File: config.mk
export PLATFORM = sky130hd
export DESIGN_NAME = utf8_stream_validator_top
export DESIGN_NICKNAME = d
export VERILOG_FILES = /design/src/design/u8sv_pkg.sv /design/src/design/u8sv_core.sv /design/src/design/utf8_stream_validator_top.sv
export VERILOG_INCLUDE_DIRS = /design/src /design/src/design
export SDC_FILE = /design/constraint.sdc
export NUM_CORES = 1
export LEC_CHECK = 0
export BUFFER_PORTS_ARGS = -buffer_cell sky130_fd_sc_hd__buf_2
export CELL_PAD_IN_SITES_DETAIL_PLACEMENT = 1
export CELL_PAD_IN_SITES_GLOBAL_PLACEMENT = 2
export CORE_ASPECT_RATIO = 0.8
export CORE_UTILIZATION = 35
export DETAILED_ROUTE_END_ITERATION = 12
export PLACE_DENSITY_LB_ADDON = 0.08
export SLEW_MARGIN = 40
export SYNTH_ARGS = -nofsm -noshare
export SYNTH_HDL_FRONTEND = slang
export SYNTH_HIERARCHICAL = 1
export SYNTH_SLANG_ARGS = --single-unit
File: constraint.sdc
create_clock -name clk -period 6.24 [get_ports clk]
set_input_delay 1.56 -clock clk [delete_from_list [all_inputs] [get_ports clk]]
set_output_delay 1.56 -clock clk [all_outputs]
set_load 0.01 [all_outputs]
File: src/design/utf8_stream_validator_top_defines.svh
// Assertion macros shared by the UTF-8 stream validator RTL.
// Each macro expects signals named clk and rst_n in the enclosing module.
`ifndef UTF8_STREAM_VALIDATOR_TOP_DEFINES_SVH
`define UTF8_STREAM_VALIDATOR_TOP_DEFINES_SVH

// Same-cycle implication, disabled while reset is held.
`define U8SV_ASSERT_SAME(label, ante, cons, msg) \
  label: assert property (@(posedge clk) disable iff (!rst_n) (ante) |-> (cons)) \
    else $error(msg);

// Next-cycle implication, disabled while reset is held.
`define U8SV_ASSERT_NEXT(label, ante, cons, msg) \
  label: assert property (@(posedge clk) disable iff (!rst_n) (ante) |=> (cons)) \
    else $error(msg);

`endif

File: src/design/u8sv_pkg.sv
// Package for the UTF-8 stream validator: transaction payload types and
// the byte and codepoint constants used by the decode logic. No dependencies.
package u8sv_pkg;

  localparam int OWED_W = 3;
  localparam int CP_W   = 31;

  // Leads whose first continuation byte has a lower bound against overlong forms.
  localparam logic [7:0] LEAD_E0 = 8'he0;
  localparam logic [7:0] LEAD_F0 = 8'hf0;
  localparam logic [7:0] LEAD_F8 = 8'hf8;
  localparam logic [7:0] LEAD_FC = 8'hfc;
  localparam logic [7:0] MIN_E0  = 8'ha0;
  localparam logic [7:0] MIN_F0  = 8'h90;
  localparam logic [7:0] MIN_F8  = 8'h88;
  localparam logic [7:0] MIN_FC  = 8'h84;

  // Bits of a two-byte lead that must not all be zero (C0 and C1 are overlong).
  localparam logic [7:0] TWO_BYTE_MASK = 8'h1e;

  localparam logic [CP_W-1:0] SURR_MASK = 31'h7fff_f800;
  localparam logic [CP_W-1:0] SURR_BASE = 31'h0000_d800;
  localparam logic [CP_W-1:0] CP_MAX    = 31'h0010_ffff;

  typedef struct packed {
    logic [7:0] data_byte;
    logic       first_of_buffer;
    logic       last_of_buffer;
  } in_item_t;

  typedef struct packed {
    logic              valid_so_far;
    logic              verdict_final;
    logic              terminated;
    logic [OWED_W-1:0] pending_continuations;
  } out_item_t;

endpackage

File: src/design/u8sv_core.sv
// Per-byte UTF-8 decode state and next-state logic for the stream validator.
// Depends on u8sv_pkg and the assertion macros in the top-level defines header.
`include "utf8_stream_validator_top_defines.svh"

module u8sv_core (
  input  logic                 clk,
  input  logic                 rst_n,
  input  logic                 step_en,
  input  u8sv_pkg::in_item_t   item,
  output u8sv_pkg::out_item_t  result
);

  logic [u8sv_pkg::OWED_W-1:0] owed_r, owed_nxt, owed_b, owed_dec;
  logic [7:0]                  lead_r, lead_nxt, lead_b;
  logic [u8sv_pkg::CP_W-1:0]   cp_r, cp_nxt, cp_b, cp_shift;
  logic                        err_r, err_nxt, err_b;
  logic                        nul_r, nul_nxt, nul_b;

  logic [7:0]                  c;
  logic [u8sv_pkg::OWED_W-1:0] lead_n;
  logic [6:0]                  lead_bits;
  logic                        lead_ok;
  logic                        overlong, bad_cont, cp_bad;

  assign c = item.data_byte;

  // A new buffer starts from the reset state.
  always_comb begin
    if (item.first_of_buffer) begin
      owed_b = '0;
      lead_b = '0;
      cp_b   = '0;
      err_b  = 1'b0;
      nul_b  = 1'b0;
    end else begin
      owed_b = owed_r;
      lead_b = lead_r;
      cp_b   = cp_r;
      err_b  = err_r;
      nul_b  = nul_r;
    end
  end

  // Lead byte classification by its run of leading ones.
  always_comb begin
    lead_ok   = 1'b1;
    lead_n    = '0;
    lead_bits = c[6:0];
    if (!c[7]) begin
      lead_n    = 3'd0;
      lead_bits = c[6:0];
    end else if (c[7:5] == 3'b110) begin
      lead_n    = 3'd1;
      lead_bits = {2'b00, c[4:0]};
    end else if (c[7:4] == 4'b1110) begin
      lead_n    = 3'd2;
      lead_bits = {3'b000, c[3:0]};
    end else if (c[7:3] == 5'b11110) begin
      lead_n    = 3'd3;
      lead_bits = {4'b0000, c[2:0]};
    end else if (c[7:2] == 6'b111110) begin
      lead_n    = 3'd4;
      lead_bits = {5'b00000, c[1:0]};
    end else if (c[7:1] == 7'b1111110) begin
      lead_n    = 3'd5;
      lead_bits = {6'b000000, c[0]};
    end else begin
      lead_ok   = 1'b0;
    end
  end

  always_comb begin
    overlong = ((lead_b == u8sv_pkg::LEAD_E0) && (owed_b == 3'd2) && (c < u8sv_pkg::MIN_E0)) ||
               ((lead_b == u8sv_pkg::LEAD_F0) && (owed_b == 3'd3) && (c < u8sv_pkg::MIN_F0)) ||
               ((lead_b == u8sv_pkg::LEAD_F8) && (owed_b == 3'd4) && (c < u8sv_pkg::MIN_F8)) ||
               ((lead_b == u8sv_pkg::LEAD_FC) && (owed_b == 3'd5) && (c < u8sv_pkg::MIN_FC));
    bad_cont = (c[7:6] != 2'b10);
    cp_shift = {cp_b[u8sv_pkg::CP_W-7:0], c[5:0]};
    owed_dec = owed_b - 3'd1;
    cp_bad   = (cp_shift == '0) ||
               ((cp_shift & u8sv_pkg::SURR_MASK) == u8sv_pkg::SURR_BASE) ||
               (cp_shift > u8sv_pkg::CP_MAX);
  end

  always_comb begin
    owed_nxt = owed_b;
    lead_nxt = lead_b;
    cp_nxt   = cp_b;
    err_nxt  = err_b;
    nul_nxt  = nul_b;
    if (!nul_b) begin
      if (c == 8'h00) begin
        nul_nxt = 1'b1;
      end else if (owed_b == '0) begin
        if (!lead_ok) begin
          err_nxt  = 1'b1;
          owed_nxt = '0;
        end else begin
          lead_nxt = c;
          cp_nxt   = {24'b0, lead_bits};
          owed_nxt = lead_n;
          if ((lead_n == 3'd1) && ((c & u8sv_pkg::TWO_BYTE_MASK) == 8'h00)) begin
            err_nxt  = 1'b1;
            owed_nxt = '0;
          end
        end
      end else if (overlong || bad_cont) begin
        err_nxt  = 1'b1;
        owed_nxt = '0;
      end else begin
        cp_nxt   = cp_shift;
        owed_nxt = owed_dec;
        if ((owed_dec == '0) && cp_bad) begin
          err_nxt = 1'b1;
        end
      end
    end
  end

  always_ff @(posedge clk) begin
    if (!rst_n) begin
      owed_r <= '0;
      lead_r <= '0;
      cp_r   <= '0;
      err_r  <= 1'b0;
      nul_r  <= 1'b0;
    end else if (step_en) begin
      owed_r <= owed_nxt;
      lead_r <= lead_nxt;
      cp_r   <= cp_nxt;
      err_r  <= err_nxt;
      nul_r  <= nul_nxt;
    end
  end

  always_comb begin
    result.valid_so_far          = !err_nxt;
    result.verdict_final         = item.last_of_buffer;
    result.terminated            = nul_nxt;
    result.pending_continuations = owed_nxt;
  end

  // An error holds until a new buffer starts.
  `U8SV_ASSERT_NEXT(a_err_sticky, step_en && !item.first_of_buffer && err_r, err_r, "error flag cleared without a new buffer")
  // After a NUL, bytes of the same buffer leave the decode state alone.
  `U8SV_ASSERT_NEXT(a_nul_freeze, step_en && !item.first_of_buffer && nul_r, $stable(owed_r) && $stable(cp_r) && nul_r, "state changed after NUL")
  // A reported result reflects the state that the step commits.
  `U8SV_ASSERT_NEXT(a_commit, step_en, (owed_r == $past(result.pending_continuations)) && (err_r != $past(result.valid_so_far)), "committed state differs from result")

endmodule

File: src/design/utf8_stream_validator_top.sv
// Top level of the UTF-8 stream validator: input register, decode core and
// result register. Depends on u8sv_pkg and u8sv_core.
//
//   Channel  Ports                          Payload type          Direction
//   input    in_valid, in_ready, in_data    u8sv_pkg::in_item_t   into block
//   result   out_valid, out_ready, out_data u8sv_pkg::out_item_t  out of block
//
// The block takes one byte per cycle while the result channel is not stalled
// and returns one result per byte, in order. A result is offered after its
// byte is accepted: the byte is first loaded into the input register; when it
// moves on, the decode core runs, updates its state and loads the result
// register. Reset is synchronous on rst_n and clears both valid flags and the
// decode state. When out_ready is low with a result waiting, the input register
// still accepts one transaction and then holds it until the result moves.

module utf8_stream_validator_top (
  input  logic                 clk,
  input  logic                 rst_n,
  input  logic                 in_valid,
  output logic                 in_ready,
  input  u8sv_pkg::in_item_t   in_data,
  output logic                 out_valid,
  input  logic                 out_ready,
  output u8sv_pkg::out_item_t  out_data
);

  // Input stage: holds one accepted byte until the core can process it.
  logic                 s1_valid_r;
  u8sv_pkg::in_item_t   s1_item_r;

  // Result stage: holds one finished result until the consumer takes it.
  logic                 out_valid_r;
  u8sv_pkg::out_item_t  out_item_r;

  u8sv_pkg::out_item_t  core_result;
  logic                 s1_adv;

  // The byte in the input stage moves on when the result register is empty or
  // is being emptied in this same cycle. The decode state advances only then,
  // so each byte updates it exactly once.
  assign s1_adv   = s1_valid_r && (!out_valid_r || out_ready);
  assign in_ready = !s1_valid_r || s1_adv;

  always_ff @(posedge clk) begin
    if (!rst_n) begin
      s1_valid_r <= 1'b0;
    end else if (in_ready) begin
      s1_valid_r <= in_valid;
    end
  end

  always_ff @(posedge clk) begin
    if (in_valid && in_ready) begin
      s1_item_r <= in_data;
    end
  end

  u8sv_core u_core (
    .clk     (clk),
    .rst_n   (rst_n),
    .step_en (s1_adv),
    .item    (s1_item_r),
    .result  (core_result)
  );

  always_ff @(posedge clk) begin
    if (!rst_n) begin
      out_valid_r <= 1'b0;
    end else if (s1_adv) begin
      out_valid_r <= 1'b1;
    end else if (out_ready) begin
      out_valid_r <= 1'b0;
    end
  end

  always_ff @(posedge clk) begin
    if (s1_adv) begin
      out_item_r <= core_result;
    end
  end

  assign out_valid = out_valid_r;
  assign out_data  = out_item_r;

endmodule
==> results.ini <==
[sta]
setup_ws_ns = 2.71
period_needed_ns = 3.53
slew_violations = 0
clock.fmax_ghz = 0.283
maxSlewHeadroom = 0.500
skew_ns = 0.00759
period_share = 0.566
setup_viol = 0
setup_tns_ns = 0
rsz0062_at_grt = false
final_hold_viol_count = 0
tightest_slew_ns = 0.746

[final_layout]
nets = 306
final_cell_mix = dfxtp_1, nand2_1, buf_2, o21ai_0, a22o_1
area_delta_synth_final_pct = 10.2
insertedDiodeCount = 0
final_common_cell = dfxtp_1
final_cell_count_no_fill = 392
drive_gt1_frac = 0.132

[floorplan]
dieArea_um2 = 8050
io_pins = 22
fp.coreArea_um2 = 7430
die_y_um = 80.4
die_x_um = 100
placementRows = 28
start_util = 0.362

[grt]
grt_pass1_vias = 2155
grt_usage = 0.197
grt_overflow = 0
grt_pass1_wl_um = 11800
antenna_found_initial = 0
grt_max_degree = 22

[setup_path]
crit_top_cell = buf_2
crit_start = out_ready
critical_path_required_ns = 4.68
crit_fanout = 2
slowest_delay_ns = 0.15
start_kind = input pin
crit_path_end_kind = output port
crit_arrival_ns = 1.97
path_class = in -> out
r2r_start = s1_item_r[1]
crit_chain = buf_2, nand3b_4, buf_2
slowest_stage = nand3b_4

[placed_design]
pre_cts_slack_ns = 2.70
dp_cells = 384
gp_congestion = 0.742
dp_hpwl_um = 5230
place.port_buffers = 21

[clock_network]
cts.sinks = 56
post_cts_resized = 0
postCtsHoldBufs = 0
cts_buffers = 5
cts-htree-levels = 2
cts_max_path_buffers = 2
cts_root_buffer = clkbuf_8
clkTransAtPathRegs_ns = 0.10
tritoncts = built
insertion_delay_ns = 0.32
postCtsSetupBuffers = 0

[yosys]
yosys_most_used_dff = dfxtp_1
synth_nets = 291
yosysUniqueCellTypes = 59
yosysSeqAreaShare = 0.476
syn_inst = 271
synth_seq_cells = 56
syn_area_per_cell_um2 = 9.93
synthesis.area_um2 = 2690
synth-async-reset-ratio = 0
synth_edf_count = 16
yosysWarnings = 6

[drt]
first_pass_iters = 4
via_per_inst = 5.66
wl_per_cell_um = 18.6
finalWirelength_um = 7310
vias = 2219
ant_nets = 0
drtIter0Drc = 70
drcViolationCount = 0

[pwr]
max-vdd-ir-drop_mv = 0.0841
leakagePower_uw = 0.00112
cellPowerDensity_nw_per_um2 = 229

[job]
drv_cap = 0

[worst_hold_path]
worstHoldStart = s1_item_r[0]
hold_path.class = reg -> reg

[run_status]
status = finished clean

## critical path, delay by kind of cell
kind                   cells  cell delay (ns)
and+or+nand+nor            1             0.15
buffers and inverters      2             0.27
## registers in the layout, summed over array words and instances, names as in the netlist
signal         flops
s1_item_r         10
u_core/nul_r       1
s1_valid_r         1
out_valid          1
u_core/err_r       1
u_core/lead_r      8
u_core/cp_r       25
u_core/owed_r      3
out_data           6
## metal layers
metal	part of all wire	vias to the layer above	wire length [um]	GRT usage
li1	-	1063	-	-
met1	0.55	1110	4000	0.298
met2	0.41	39	3010	0.283
met3	0.030	7	220	0.0339
met4	0.011	0	80	0.0565
met5	0	-	0	0
## power breakdown
part	total (uW)	switching, uW	internal (uW)
clock network	200	121	78.7
logic	75.9	48.2	27.7
registers	404	16.4	388
## per-stage QoR
| step | util | cell area (um^2) | hold WS [ns] | total power (uW) |
|---|---|---|---|---|
| floorplan | - | 2690 | 0.443 | 460 |
| global placement | 0.385 | 2860 | 0.407 | 487 |
| detailed placement | 0.388 | 2880 | 0.422 | 489 |
| CTS | 0.399 | 2970 | 0.448 | 691 |
| global route | 0.399 | 2970 | 0.450 | 715 |
| finish | 0.399 | 2970 | 0.441 | 680 |
## final timing paths
kind	end	slack (ns)	depth (start not counted)
hold reg to reg	out_data[4]	0.44	0
hold / removal	out_data[4]	0.44	0
setup reg to reg	u_core/cp_r[8]	2.92	8
setup / recovery	in_ready	2.71	3
## cells by family (layout without fill, tap and decap cells)
logic type	Yosys count	in the layout	synth area share
buffers and inverters	30	46	0.0502
AND/OR/NAND/NOR	84	84	0.179
adder cells (fa/ha/maj)	6	6	0.0279
flip-flops	56	56	0.476
AO/OA/AOI/OAI	94	94	0.263
multiplexers	1	1	0.00372
## final cells by class
class | instances | area (um^2)
clock buffer | 6 | 72.6
tap | 105 | 131
fill | 859 | 4460
sequential | 56 | 1280
inverter | 16 | 60.1
clock inverter | 2 | 10.0
multi-input combinational | 185 | 1300
timing repair buffer | 22 | 113
## cell usage after synthesis, types with 2 or more instances
cell       number  area share
a211oi_1        4       0.011
a21boi_0        8       0.022
a21boi_1        2      0.0056
a21oi_1         8       0.015
a22o_1         17       0.055
a31oi_1         4      0.0093
a32o_1          3       0.011
a41o_1          3       0.011
and3_1          4      0.0093
buf_2           6       0.011
buf_4           2      0.0056
clkbuf_1        5      0.0070
dfxtp_1        40        0.30
edfxtp_1       16        0.18
ha_1            6       0.028
inv_1          16       0.022
nand2_1        24       0.033
nand2b_1        3      0.0070
nand3_1         7       0.013
nand4_1         3      0.0070
nor2_1          7      0.0098
nor2b_1         9       0.021
nor3_1          7       0.013
nor4_1          4      0.0093
nor4bb_1        2      0.0074
o2111ai_1       3      0.0098
o21a_1          2      0.0056
o21ai_0        18       0.033
o22ai_1         2      0.0046
o2bb2ai_1       2      0.0065
o32ai_1         4       0.013
o41ai_1         2      0.0065
or3_1           2      0.0046
(Power assumes the default switching activity.)
